`src/rtl/core/fpexp_pkg.sv`:
```
// Shared types, constants and tables for the fixed-point exp block.
// Holds the inverse-factorial table and the microprogram ROM.
// No dependencies; compile first.
`default_nettype none

package fpexp_pkg;

    localparam int FRAC_BITS = 60;
    localparam int MAX_TERMS = 32;
    localparam int PREC_MAX  = 60;

    localparam int X_W   = 60;
    localparam int N_W   = 6;
    localparam int Y_W   = 62;
    localparam int B_W   = 6;
    localparam int P_W   = 6;
    localparam int MUL_W = 32;
    localparam int PP_W  = 2 * MUL_W;
    localparam int ACC_W = X_W + Y_W;
    localparam int INV_W = FRAC_BITS + 1;
    localparam int TBL_W = 63;

    typedef struct packed {
        logic [X_W-1:0] arg_value;
        logic [N_W-1:0] num_terms;
    } req_t;

    typedef struct packed {
        logic [Y_W-1:0] result_value;
        logic [B_W-1:0] error_bound;
        logic           bad_request;
    } rsp_t;

    typedef enum logic [1:0] {
        MUL_A0X0,
        MUL_A0X1,
        MUL_A1X0,
        MUL_A1X1
    } mul_sel_t;

    typedef enum logic [1:0] {
        ACC_HOLD,
        ACC_LOAD,
        ACC_ADD32,
        ACC_ADD64
    } acc_op_t;

    typedef enum logic [1:0] {
        JMP_NEXT,
        JMP_MORE,
        JMP_END
    } jmp_t;

    typedef enum logic {
        SEQ_IDLE,
        SEQ_RUN
    } seq_state_t;

    typedef logic [2:0] upc_t;

    localparam upc_t UPC_LOOP = 3'd0;
    localparam upc_t UPC_DONE = 3'd7;

    typedef struct packed {
        mul_sel_t mul_sel;
        acc_op_t  acc_op;
        logic     shift_en;
        logic     add_en;
        logic     emit;
        jmp_t     jmp;
        upc_t     target;
    } ctrl_word_t;

    typedef struct packed {
        logic direct;
        logic more;
    } dp_status_t;

    localparam ctrl_word_t CTRL_NOP = '{
        mul_sel: MUL_A0X0, acc_op: ACC_HOLD, shift_en: 1'b0, add_en: 1'b0,
        emit: 1'b0, jmp: JMP_NEXT, target: UPC_LOOP};

    // One Horner step: four partial products into the accumulator,
    // then truncate, then add the coefficient; loop while terms remain.
    function automatic ctrl_word_t ucode_word(upc_t upc);
        ctrl_word_t w;
        w = CTRL_NOP;
        case (upc)
            3'd0: w.mul_sel = MUL_A0X0;
            3'd1:
            begin
                w.mul_sel = MUL_A0X1;
                w.acc_op  = ACC_LOAD;
            end
            3'd2:
            begin
                w.mul_sel = MUL_A1X0;
                w.acc_op  = ACC_ADD32;
            end
            3'd3:
            begin
                w.mul_sel = MUL_A1X1;
                w.acc_op  = ACC_ADD32;
            end
            3'd4: w.acc_op = ACC_ADD64;
            3'd5: w.shift_en = 1'b1;
            3'd6:
            begin
                w.add_en = 1'b1;
                w.jmp    = JMP_MORE;
                w.target = UPC_LOOP;
            end
            3'd7:
            begin
                w.emit = 1'b1;
                w.jmp  = JMP_END;
            end
            default: w = CTRL_NOP;
        endcase
        return w;
    endfunction

    // floor(2^62 / i!)
    function automatic logic [TBL_W-1:0] inv_fact62(logic [N_W-1:0] i);
        logic [TBL_W-1:0] v;
        case (i)
            6'd0:  v = 63'd4611686018427387904;
            6'd1:  v = 63'd4611686018427387904;
            6'd2:  v = 63'd2305843009213693952;
            6'd3:  v = 63'd768614336404564650;
            6'd4:  v = 63'd192153584101141162;
            6'd5:  v = 63'd38430716820228232;
            6'd6:  v = 63'd6405119470038038;
            6'd7:  v = 63'd915017067148291;
            6'd8:  v = 63'd114377133393536;
            6'd9:  v = 63'd12708570377059;
            6'd10: v = 63'd1270857037705;
            6'd11: v = 63'd115532457973;
            6'd12: v = 63'd9627704831;
            6'd13: v = 63'd740592679;
            6'd14: v = 63'd52899477;
            6'd15: v = 63'd3526631;
            6'd16: v = 63'd220414;
            6'd17: v = 63'd12965;
            6'd18: v = 63'd720;
            6'd19: v = 63'd37;
            6'd20: v = 63'd1;
            default: v = '0;
        endcase
        return v;
    endfunction

    // floor(2^FRAC_BITS / i!)
    function automatic logic [INV_W-1:0] inv_fact_rom(logic [N_W-1:0] i);
        return INV_W'(inv_fact62(i) >> (TBL_W - 1 - FRAC_BITS));
    endfunction

endpackage

`default_nettype wire

```
`src/rtl/core/fpexp_useq.sv`:
```
// Microcode sequencer: step counter, control-word ROM and jump logic.
// Depends on fpexp_pkg.
`default_nettype none

module fpexp_useq (
    input  wire logic                   clk,
    input  wire logic                   rst_n,
    input  wire logic                   start,
    input  wire fpexp_pkg::dp_status_t  status,
    output      logic                   busy,
    output      logic                   accept,
    output      fpexp_pkg::ctrl_word_t  ctrl
);
    import fpexp_pkg::*;

    seq_state_t state_reg, state_next;
    upc_t       upc_reg, upc_next;

    always_ff @(posedge clk or negedge rst_n)
    begin
        if (!rst_n)
        begin
            state_reg <= SEQ_IDLE;
            upc_reg   <= UPC_LOOP;
        end
        else
        begin
            state_reg <= state_next;
            upc_reg   <= upc_next;
        end
    end

    always_comb
    begin
        state_next = state_reg;
        upc_next   = upc_reg;
        ctrl       = CTRL_NOP;
        busy       = 1'b0;
        accept     = 1'b0;
        case (state_reg)
            SEQ_IDLE:
            begin
                accept = start;
                if (start)
                begin
                    state_next = SEQ_RUN;
                    // trivial requests skip straight to the emit step
                    upc_next   = status.direct ? UPC_DONE : UPC_LOOP;
                end
            end
            SEQ_RUN:
            begin
                busy = 1'b1;
                ctrl = ucode_word(upc_reg);
                case (ctrl.jmp)
                    JMP_NEXT: upc_next = upc_reg + 3'd1;
                    JMP_MORE: upc_next = status.more ? ctrl.target : upc_reg + 3'd1;
                    JMP_END:
                    begin
                        state_next = SEQ_IDLE;
                        upc_next   = UPC_LOOP;
                    end
                    default: upc_next = upc_reg + 3'd1;
                endcase
            end
            default: state_next = SEQ_IDLE;
        endcase
    end

endmodule

`default_nettype wire

```
`config.mk`:
```
export PLATFORM = sky130hd
export DESIGN_NAME = fpexp_useq
export DESIGN_NICKNAME = d
export VERILOG_FILES = /design/src/rtl/core/fpexp_pkg.sv /design/src/rtl/core/fpexp_useq.sv
export SDC_FILE = /design/constraint.sdc
export NUM_CORES = 1
export LEC_CHECK = 0
export ABC_AREA = 1
export BUFFER_PORTS_ARGS = -buffer_cell sky130_fd_sc_hd__buf_2
export CORE_AREA = 2 2 39 41
export CTS_CLUSTER_SIZE = 24
export DETAILED_ROUTE_END_ITERATION = 8
export DIE_AREA = 0 0 41 43
export PLACE_DENSITY = 0.6
export SETUP_SLACK_MARGIN = 0.5
export SLEW_MARGIN = 20
export SYNTH_ARGS = -nofsm -noshare
export SYNTH_HDL_FRONTEND = slang
export SYNTH_SLANG_ARGS = --single-unit
```
`constraint.sdc`:
```
create_clock -name clk -period 3.74 [get_ports clk]
set_input_delay 1.122 -clock clk [delete_from_list [all_inputs] [get_ports clk]]
set_output_delay 1.122 -clock clk [all_outputs]
set_load 0.005 [all_outputs]
```
# == After elaboration in Yosys (flattened, before gate mapping) ==
# Index checks and enable logic that the tools add are counted.
# word_totals
regBits,4
output_inout_bits,14
# classes
addsub,1
n_eq_ne,10
n_mux,18
n_bitwise,1
n_reduce_logical,1
# op_table
operator,n
$eq A3 B3 Y1 const B,4
$mux W12,1
$pmux W2 S3,2
$pmux W3 S2,2
$mux W3,3
$mux W1,7
$eq A3 B2 Y1 const B,2
$pmux W2 S2,1
$add A3 B1 Y3 const B,1
$eq A3 B1 Y1 const B,1
$eq A2 B1 Y1 const B,1
$eq A2 B2 Y1 const B,1
$mux W2,1
$ne A2 B2 Y1 const B,1
$pmux W1 S2,1
$reduce_or A2 Y1,1
$not A1 Y1,1

# == Depth between registers and ports, before layout ==
# Gate-level depths: netlist of run 1.
# logic_depth
depth_word,6
depth_mapped,7
ltp_nobuf,7

# == Least setup slack after synthesis of run 1 ==
# OpenSTA, ideal clock, no wires.
# synth_path
kind,input to output
startpoint,in start
endpoint,out accept
t_arrival_ps,1278
setup_slack_ps,1340
stages,2
path_buffers,0
path_cell_list,inv_1 -> nor2_1
# synth_between
elab_chain_cells,1
# synth_rtl
item,line_no,text
from (decl),fpexp_useq.sv:8,"input wire logic start,"
$mux W1,fpexp_useq.sv:40,case (state_reg)
to (decl),fpexp_useq.sv:11,"output logic accept,"
# Every way passes these cells.

# == Worst setup path in the final report of run 1 ==
# Same ends and word-level chain as after synthesis.

==> run_results.csv, run 1 <==
group,metric,value,unit
run_status,outcome,"completed",
synth,ys_ff_latch,4,
synth,post-synth-top-area-cell,"sky130_fd_sc_hd__dfrtp_1",
global_routing,antenna_found_initial,0,
floorplanning,initial_core_util,32.19,%
placement,routabilityCongestion,0.7691,
synth,synth_top_area_share,22.47,%
power_and_ir_drop,power_density,824.3,mW/mm^2
routing,drt-vias-per-instance,4.055,
routing,drt_drc_violations_left,0,
power_and_ir_drop,cellLeakagePower,0.3408,nW
final_layout,fillCellCount,169,
cts,post_cts_setup_bufs,0,
final_layout,antenna-diode-count,0,
routing,ant_nets,0,
final_layout,commonest_non_fill_non_tap_cells_in_the_layout,"sky130_fd_sc_hd__buf_2 (15), sky130_fd_sc_hd__nand2_1 (14), sky130_fd_sc_hd__inv_1 (7), sky130_fd_sc_hd__nor2_1 (7), sky130_fd_sc_hd__ha_1 (7)",
sta,final.setup.tns,0,ns
synth,synth-seq-area-share,22.47,%
cts,clk-insertion-delay-late,0.23,ns
critical_path,r2r-start,"upc_reg[1]",
floorplanning,floorplan.die.width,41,um
sta,timing.final.max_slew_violations,0,
floorplanning,fp.dieArea,0.001763,sq mm
final_layout,synthToLayoutAreaGrowth,18.82,%
synth,netlist_area,445.4,sq um
synth,yosys_warnings,0,
floorplanning,core,0.001384,sq mm
cts,cts_tree,"yes",
synth,synth_area_leaders,"sky130_fd_sc_hd__dfrtp_1 (22%), sky130_fd_sc_hd__ha_1 (20%), sky130_fd_sc_hd__nand2_1 (12%), sky130_fd_sc_hd__buf_4 (6.7%), sky130_fd_sc_hd__inv_1 (5.9%)",
power_and_ir_drop,irDropWorstVdd,0.3964,mV
global_routing,grt_first_pass_wirelength,1317,um
cts,cts_max_path_buffers,2,
critical_path,timing.critical_path.arrival,1.50,ns
global_routing,first_global_vias,342,
power_and_ir_drop,finalPower,0.0004363,W
cts,clk_pin_slew,0.03,ns
routing,wl,742,um
synth,syn_inst,60,
critical_path,number_of_cell_instances_on_the_worst_register_to_register_path,7,
sta,grt_setup_unrepaired,"no",
cts,cts_num_sinks,4,
critical_path,critPathKind,"input pin to output port",
critical_path,timing.critical_path.from_type,"input pin",
sta,min_period_over_period,70.04,%
cts,cts_htree_levels,1,
critical_path,critical_path.endpoint_type,"output port",
critical_path,critPathLaunch,"start",
routing,detailedRoute.firstIterationViolations,0,
sta,setup-violations-final,0,
floorplanning,die_height,43,um
critical_path,r2r-end,"upc_reg[1]",
final_layout,mostFrequentLayoutCell,"sky130_fd_sc_hd__buf_2",
routing,wl_per_cell,8.154,um
sta,skew,0.0006809,ns
final_layout,nNetsFinal,89,
cts,post_cts_resize_count,0,
critical_path,ff2ff_setup_slack,2.35,ns
cts,hold_buf_cts,0,
cts,root_buffer,"sky130_fd_sc_hd__clkbuf_4",
final_layout,fraction_of_final_layout_cells_sized_beyond_drive_strength_1,41.33,%
sta,final_period_minus_worst_setup_slack,2.620,ns
floorplanning,placement_rows,14,
sta,finalHoldViolations,0,
cts,total_cts_buffers,3,
routing,vias,369,
sta,clock.fmax,381.7,MHz
global_routing,gr-total-overflow,0,
placement,port_buffers,15,
synth,syn_avg_cell_area,7.424,sq um
floorplanning,design.portCount,19,
final_layout,largest_register_ff_count,3,
critical_path,critical_path.max_fanout,3,
synth,synthDistinctLibCells,17,
global_routing,pin_count_of_the_biggest_net_entering_global_routing,10,
global_routing,track_usage,10.48,%
job,maxCapViolCount,0,
routing,first_pass_iters,1,
hold_path,min_path_type,"flop to flop",
critical_path,crit_required,2.62,ns
critical_path,setup.worst_path.end,"accept",
-- critical path: stages --
cell,delay (ns)
sky130_fd_sc_hd__buf_2,0.09
sky130_fd_sc_hd__inv_1,0.10
sky130_fd_sc_hd__nor2_1,0.05
sky130_fd_sc_hd__buf_2,0.13
-- metal layers --
layer  track usage, %  part of all wire (%)  up-vias
li1                 -                     -      204
met1            13.68                    45      154
met2            16.56                    49       11
met3                0                   5.9        0
met4            6.000                     0        0
met5                0                     0        -
-- where the power goes --
group	switching [W]	internal, W	leakage (nW)
registers	0.0000480	0.0000666	0.0457
logic	0.000144	0.000126	0.281
clock network	0.0000158	0.0000358	0.0138
total	0.000208	0.000228	0.341
-- cell usage after synthesis --
cell type / number
sky130_fd_sc_hd__nand3_2: 1
sky130_fd_sc_hd__conb_1: 1
sky130_fd_sc_hd__nor2_1: 7
sky130_fd_sc_hd__ha_1: 7
sky130_fd_sc_hd__inv_1: 7
sky130_fd_sc_hd__dfrtp_1: 4
sky130_fd_sc_hd__buf_4: 4
sky130_fd_sc_hd__o21ai_2: 1
sky130_fd_sc_hd__a21boi_2: 1
sky130_fd_sc_hd__buf_6: 1
sky130_fd_sc_hd__inv_6: 1
sky130_fd_sc_hd__nand2_1: 14
sky130_fd_sc_hd__nand3_1: 2
sky130_fd_sc_hd__inv_2: 2
sky130_fd_sc_hd__nor2_2: 2
sky130_fd_sc_hd__nand2_2: 2
sky130_fd_sc_hd__a21oi_2: 3
-- how the worst min path moves through the flow --
stage | from | to | slack [ns] | cells past startpoint
floorplan | upc_reg[0] | upc_reg[0] | 0.58 | 2
global placement | upc_reg[0] | upc_reg[0] | 0.62 | 2
detailed placement | upc_reg[0] | upc_reg[0] | 0.63 | 2
CTS | upc_reg[0] | upc_reg[0] | 0.64 | 2
global route | rst_n | upc_reg[2] | 0.69 | 1
finish | upc_reg[0] | upc_reg[0] | 0.64 | 2
-- logic make-up after synthesis --
family | Yosys count | synth area share (%)
simple gates | 28 | 27.81
buf+inv | 15 | 18.82
fa+ha+maj | 7 | 19.66
compound gates | 5 | 10.39
flops | 4 | 22.47
other cells | 1 | 0.8419
-- stage by stage --
stage | cell area (sq um) | hold slack [ns] | setup WS (ns) | instances | utilization [%]
after global routing | 529.3 | 0.6863 | 1.075 | 91 | 38.25
final | 529.3 | 0.6355 | 1.120 | 91 | 38.25
after detailed placement | 506.7 | 0.6277 | 1.114 | 88 | 36.62
after CTS | 529.3 | 0.6359 | 1.113 | 91 | 38.25
after global placement | 506.7 | 0.6239 | 1.122 | 88 | 36.62
after floorplan | 452.9 | 0.5787 | 1.340 | 62 | -
-- final cells by class --
class                      count  area (sq um)  share of cell area, %
clock buffer                   3         22.52                  4.255
sequential                     4         100.1                  18.91
multi-input combinational     43         269.0                  50.83
tap                           16         20.02                  3.783
inverter                      10         42.54                  8.038
timing repair buffer          15         75.07                  14.18
Note: power is estimated with default switching activity, not from simulation.
==> inputs of run 2 (changes only) <==
--- a/config.mk
+++ b/config.mk
@@ -11,7 +11,7 @@
 export CTS_CLUSTER_SIZE = 24
 export DETAILED_ROUTE_END_ITERATION = 8
 export DIE_AREA = 0 0 41 43
-export PLACE_DENSITY = 0.6
+export PLACE_DENSITY = 0.63
 export SETUP_SLACK_MARGIN = 0.5
 export SLEW_MARGIN = 20
 export SYNTH_ARGS = -nofsm -noshare
==> constraint.sdc (replaced) <==
create_clock -name clk -period 2.2 [get_ports clk]
set_input_delay 0.66 -clock clk [delete_from_list [all_inputs] [get_ports clk]]
set_output_delay 0.66 -clock clk [all_outputs]
set_load 0.005 [all_outputs]
==> run 2 against run 1 <==
Sequential share of layout area fell by 4.3 points. Register-to-register slack lost 1.4 ns. Utilization increased by 14 points. Cell count grew 11%. Die area stayed put. Non-clock buffer count grew 10. Critical path depth up 1. Hold slack got worse by 0.42 ns. Critical path type is now flop to output port. Critical endpoint is now ctrl[5].
==> run_results.csv, run 2 (synthesis results as in run 1) <==
group,metric,value,unit
run_status,outcome,"completed",
sta,clock.fmax,524.1,MHz
final_layout,largest_register_ff_count,3,
cts,clk_pin_slew,0.04,ns
floorplanning,core,0.001384,sq mm
sta,final_period_minus_worst_setup_slack,1.908,ns
cts,total_cts_buffers,3,
sta,skew,0.004747,ns
critical_path,ff2ff_setup_slack,0.91,ns
routing,wl,982,um
cts,hold_buf_cts,0,
routing,detailedRoute.firstIterationViolations,3,
critical_path,r2r-start,"upc_reg[0]",
cts,cts_max_path_buffers,2,
global_routing,gr-total-overflow,0,
hold_path,min_path_type,"input pin to asynchronous set/reset pin",
sta,min_period_over_period,86.73,%
placement,pre_cts_slack,0.4125,ns
global_routing,pin_count_of_the_biggest_net_entering_global_routing,10,
sta,grt_setup_unrepaired,"yes",
placement,port_buffers,15,
final_layout,finish.instance_area,718.2,sq um
cts,cts_num_sinks,4,
global_routing,antenna_found_initial,0,
critical_path,critical_path.max_fanout,4,
cts,cts_htree_levels,1,
final_layout,commonest_non_fill_non_tap_cells_in_the_layout,"sky130_fd_sc_hd__buf_2 (14), sky130_fd_sc_hd__nand2_1 (10), sky130_fd_sc_hd__buf_4 (8)",
cts,clk-insertion-delay-late,0.24,ns
placement,postPlaceCellArea,506.7,sq um
critical_path,setup.worst_path.end,"ctrl[5]",
sta,finalHoldViolations,0,
power_and_ir_drop,power_density,1448,mW/mm^2
final_layout,fin_cells,101,
critical_path,timing.critical_path.arrival,1.25,ns
final_layout,antenna-diode-count,0,
critical_path,critPathLaunch,"upc_reg[0]",
critical_path,r2r-end,"upc_reg[2]",
routing,drt-vias-per-instance,4.208,
routing,vias,425,
floorplanning,placement_rows,14,
sta,setup-violations-final,0,
routing,first_pass_iters,2,
floorplanning,die_height,43,um
cts,cts_tree,"yes",
floorplanning,design.portCount,19,
floorplanning,initial_core_util,32.19,%
routing,drt_drc_violations_left,0,
floorplanning,floorplan.die.width,41,um
power_and_ir_drop,irDropWorstVdd,0.9334,mV
global_routing,first_global_vias,404,
critical_path,crit_required,1.54,ns
sta,timing.final.max_slew_violations,0,
critical_path,critPathKind,"flop to output port",
power_and_ir_drop,cellLeakagePower,0.3923,nW
placement,hpwlAfterDp,628.5,um
final_layout,synthToLayoutAreaGrowth,61.24,%
final_layout,nNetsFinal,99,
sta,worst_slack,0.2920,ns
final_layout,mostFrequentLayoutCell,"sky130_fd_sc_hd__buf_2",
routing,wl_per_cell,9.723,um
placement,routabilityCongestion,0.7753,
global_routing,grt_first_pass_wirelength,1545,um
routing,ant_nets,0,
critical_path,timing.critical_path.from_type,"flop",
cts,root_buffer,"sky130_fd_sc_hd__clkbuf_4",
job,maxCapViolCount,0,
final_layout,fraction_of_final_layout_cells_sized_beyond_drive_strength_1,71.76,%
critical_path,critical_path.endpoint_type,"output port",
global_routing,track_usage,12.98,%
placement,post-place-cells,88,
critical_path,number_of_cell_instances_on_the_worst_register_to_register_path,7,
floorplanning,fp.dieArea,0.001763,sq mm
sta,final.setup.tns,0,ns
run 2: how the worst min path moves through the flow:
stage / start / to
floorplan: rst_n / state_reg
global placement: rst_n / upc_reg[0]
detailed placement: rst_n / upc_reg[1]
CTS: rst_n / upc_reg[1]
global route: rst_n / upc_reg[0]
finish: rst_n / upc_reg[1]
run 2: cell type report:
class	count	area, sq um
tap	16	20.02
timing repair buffer	25	163.9
multi-input combinational	43	361.6
sequential	4	105.1
fill	143	665.6
inverter	10	45.04
clock buffer	3	22.52
run 2: per-layer routing:
metal / wire length [um] / share of wire, % / track usage (%) / vias to the layer above
met4: 18 / 1.8 / 10.00 / 0
met1: 418 / 43 / 15.53 / 183
met2: 504 / 51 / 19.69 / 14
li1: - / - / - / 226
met5: 0 / 0 / 0 / -
met3: 40 / 4.1 / 1.571 / 2
run 2: timing repair:
item / CTS / global route
pin swaps: 4 / 4
gates resized for setup: 24 / 7
endpoints found under the setup margin: 10 / 10
setup buffers: 8 / 2
cloned: 0 / 0
run 2: metrics by stage:
stage | util [%] | power (W) | hold slack, ns
2_1_floorplan | - | 0.0005433 | 0.3644
3_3_place_gp | 36.62 | 0.0006600 | 0.4682
3_5_place_dp | 36.62 | 0.0006617 | 0.4673
4_1_cts | 49.55 | 0.0009851 | 0.2105
5_1_grt | 51.90 | 0.001154 | 0.2090
6_report | 51.90 | 0.001040 | 0.2166
run 2: power breakdown:
group / total (W) / switching, W / leakage, nW / internal, W
registers: 0.000214 / 0.0000933 / 0.0419 / 0.000121
logic: 0.000734 / 0.000351 / 0.337 / 0.000384
clock network: 0.0000916 / 0.0000305 / 0.0138 / 0.0000610
run 2: critical path: stages (launching register included):
cell	delay (ns)
sky130_fd_sc_hd__dfrtp_2	0.45
sky130_fd_sc_hd__ha_4	0.20
sky130_fd_sc_hd__ha_4	0.16
sky130_fd_sc_hd__nand2_2	0.06
sky130_fd_sc_hd__inv_2	0.04
sky130_fd_sc_hd__buf_6	0.10
==> inputs of run 3 (changes only) <==
--- a/config.mk
+++ b/config.mk
@@ -5,13 +5,12 @@
 export SDC_FILE = /design/constraint.sdc
 export NUM_CORES = 1
 export LEC_CHECK = 0
-export ABC_AREA = 1
 export BUFFER_PORTS_ARGS = -buffer_cell sky130_fd_sc_hd__buf_2
 export CORE_AREA = 2 2 39 41
 export CTS_CLUSTER_SIZE = 24
 export DETAILED_ROUTE_END_ITERATION = 8
 export DIE_AREA = 0 0 41 43
-export PLACE_DENSITY = 0.63
+export PLACE_DENSITY = 0.6
 export SETUP_SLACK_MARGIN = 0.5
 export SLEW_MARGIN = 20
 export SYNTH_ARGS = -nofsm -noshare
==> run 3 against run 2 <==
First-iteration DRC count increased by 67%. Synthesized cell count is 23% lower. Clock power shrank 3.8%. Sequential cell count stayed put. Combinational power decreased by 7.4%. Hold slack improved by 0.013 ns. Die area unchanged. Sequential power down 2%. Fmax shrank 3.0%. Register-to-register slack lost 0.12 ns. Non-clock buffer count shrank 1. Critical path type unchanged. Largest cell class unchanged.
==> run_results.csv, run 3 <==
group,metric,value,unit
critical_path,timing.critical_path.from_type,"flop",
sta,skew,0.001869,ns
critical_path,timing.critical_path.arrival,1.31,ns
sta,final.setup.tns,0,ns
placement,port_buffers,15,
routing,drt-met1-wl,483,um
hold_path,min_path_type,"input pin to asynchronous set/reset pin",
run_status,outcome,"completed",
routing,route.met2.wl,478,um
floorplanning,die_height,43,um
final_layout,largest_register_ff_count,3,
sta,clock.fmax,508.4,MHz
floorplanning,initial_core_util,30.20,%
routing,first_pass_iters,2,
synth,synth_top_cells_by_count,"sky130_fd_sc_hd__ha_1 (7), sky130_fd_sc_hd__buf_4 (4), sky130_fd_sc_hd__dfrtp_1 (4)",
synth,yosysMostFrequentCell,"sky130_fd_sc_hd__ha_1",
final_layout,multi_input_comb_area,350.3,sq um
cts,hold_buf_cts,0,
sta,finalHoldViolations,0,
routing,wl,1006,um
placement,postPlaceCellArea,481.7,sq um
cts,cts_tree,"yes",
sta,final_period_minus_worst_setup_slack,1.967,ns
sta,min_period_over_period,89.41,%
synth,syn_inst,46,
critical_path,crit_required,1.54,ns
final_layout,fillCellCount,134,
final_layout,finish.instance_area,683.2,sq um
critical_path,critical_path.endpoint_type,"output port",
floorplanning,core,0.001384,sq mm
floorplanning,placement_rows,14,
synth,synth_area_leaders,"sky130_fd_sc_hd__dfrtp_1 (24%), sky130_fd_sc_hd__ha_1 (21%), sky130_fd_sc_hd__mux2i_1 (7.2%), sky130_fd_sc_hd__buf_4 (7.2%), sky130_fd_sc_hd__o31ai_4 (5.1%)",
critical_path,critical_path.max_fanout,4,
routing,wl_per_cell,11.84,um
synth,syn_avg_cell_area,9.085,sq um
placement,post-place-cells,73,
final_layout,fraction_of_final_layout_cells_sized_beyond_drive_strength_1,66.67,%
routing,drt_drc_violations_left,0,
synth,synth-async-reset-ratio,100.0,%
final_layout,area.sequential,105.1,sq um
routing,ant_nets,0,
synth,synthDistinctLibCells,22,
synth,dominantRegCellSynth,"sky130_fd_sc_hd__dfrtp_1",
routing,detailroute.wirelength.met3,45,um
cts,cts_htree_levels,1,
final_layout,synthToLayoutAreaGrowth,63.47,%
sta,grt_setup_unrepaired,"yes",
global_routing,grt_first_pass_wirelength,1442,um
synth,ys_ff_latch,4,
cts,cts_num_sinks,4,
global_routing,gr-total-overflow,0,
synth,post-synth-top-area-cell,"sky130_fd_sc_hd__dfrtp_1",
floorplanning,fp.dieArea,0.001763,sq mm
cts,cts_max_path_buffers,2,
cts,clk_pin_slew,0.04,ns
cts,clk-insertion-delay-late,0.23,ns
global_routing,antenna_found_initial,0,
critical_path,critPathKind,"flop to output port",
routing,detailedRoute.firstIterationViolations,5,
synth,synth-seq-area-share,23.95,%
job,maxCapViolCount,0,
synth,synth_top_area_share,23.95,%
global_routing,pin_count_of_the_biggest_net_entering_global_routing,17,
routing,maxUsedRoutingLayer,"met3",
synth,synth_enable_flop_cells,0,
placement,routabilityCongestion,0.7236,
power_and_ir_drop,irDropWorstVdd,0.6014,mV
sta,setup-violations-final,0,
final_layout,fin_cells,85,
global_routing,track_usage,11.67,%
global_routing,first_global_vias,324,
floorplanning,design.portCount,19,
synth,netlist_area,417.9,sq um
final_layout,antenna-diode-count,0,
cts,root_buffer,"sky130_fd_sc_hd__clkbuf_4",
routing,drt-vias-per-instance,4.518,
final_layout,nNetsFinal,83,
synth,yosys_warnings,0,
power_and_ir_drop,cellLeakagePower,0.3254,nW
final_layout,mostFrequentLayoutCell,"sky130_fd_sc_hd__buf_2",
sta,timing.final.max_slew_violations,0,
cts,total_cts_buffers,3,
final_layout,commonest_non_fill_non_tap_cells_in_the_layout,"sky130_fd_sc_hd__buf_2 (14), sky130_fd_sc_hd__buf_4 (7), sky130_fd_sc_hd__ha_4 (5)",
power_and_ir_drop,power_density,1432,mW/mm^2
placement,hpwlAfterDp,630.2,um
routing,vias,384,
floorplanning,floorplan.die.width,41,um
[run 3: path summary, 6_finish.rpt]
path	slack, ns	start	cells after the start	endpoint
max	0.23	upc_reg[0]	5	ctrl[10]
max in group asynchronous	1.84	rst_n	1	upc_reg[1]
min	0.23	rst_n	1	state_reg
min reg2reg	0.63	state_reg	1	state_reg
min in group clk	0.63	state_reg	1	state_reg
max reg2reg	0.79	upc_reg[1]	5	upc_reg[1]
[run 3: cell type report]
cell class | instances | area share [%]
Clock buffer | 3 | 3.297
Tap cell | 16 | 2.930
Multi-Input combinational cell | 34 | 51.28
Inverter | 4 | 2.930
Sequential cell | 4 | 15.38
Timing Repair Buffer | 24 | 24.18
[run 3: repair_timing]
action / in CTS / in global routing
pin swaps: 5 / 6
setup endpoints to repair: 11 / 10
gates resized for setup: 21 / 6
setup buffers: 5 / 4
[run 3: metal layers]
layer | up-vias | global-route usage, %
li1 | 196 | -
met1 | 178 | 17.15
met2 | 10 | 17.81
met3 | 0 | 1.571
met4 | 0 | 2.000
met5 | - | 0
[run 3: logic make-up after synthesis]
kind of cell	count (synthesis)	synth area share, %
and+or+nand+nor	13	18.86
buffers and inverters	10	12.87
AOI/OAI and AO/OA	8	15.27
adders and majority gates	7	20.96
DFF	4	23.95
muxes	3	7.186
other	1	0.8973
[run 3: metrics by stage]
step / total power, W / hold WS (ns) / utilization [%] / worst slack (ns)
6_report: 0.0009782 / 0.2291 / 49.37 / 0.2330
2_1_floorplan: 0.0004558 / 0.3644 / - / 0.5008
3_5_place_dp: 0.0005917 / 0.4696 / 34.81 / 0.3223
3_3_place_gp: 0.0005851 / 0.4700 / 34.81 / 0.3211
4_1_cts: 0.0008409 / 0.2282 / 43.94 / 0.2031
5_1_grt: 0.001055 / 0.2298 / 49.37 / 0.1892
[run 3: report_power, final]
| group | leakage (nW) | switching (W) | internal, W |
|---|---|---|---|
| combinational | 0.270 | 0.000292 | 0.000387 |
| sequential | 0.0420 | 0.0000907 | 0.000120 |
| clock | 0.0138 | 0.0000272 | 0.0000609 |
[run 3: critical path, cell delays in order, from the launching register on]
cell,delay [ns]
sky130_fd_sc_hd__dfrtp_2,0.45
sky130_fd_sc_hd__ha_4,0.20
sky130_fd_sc_hd__ha_4,0.15
sky130_fd_sc_hd__a21oi_2,0.11
sky130_fd_sc_hd__nor3b_1,0.05
sky130_fd_sc_hd__buf_2,0.12
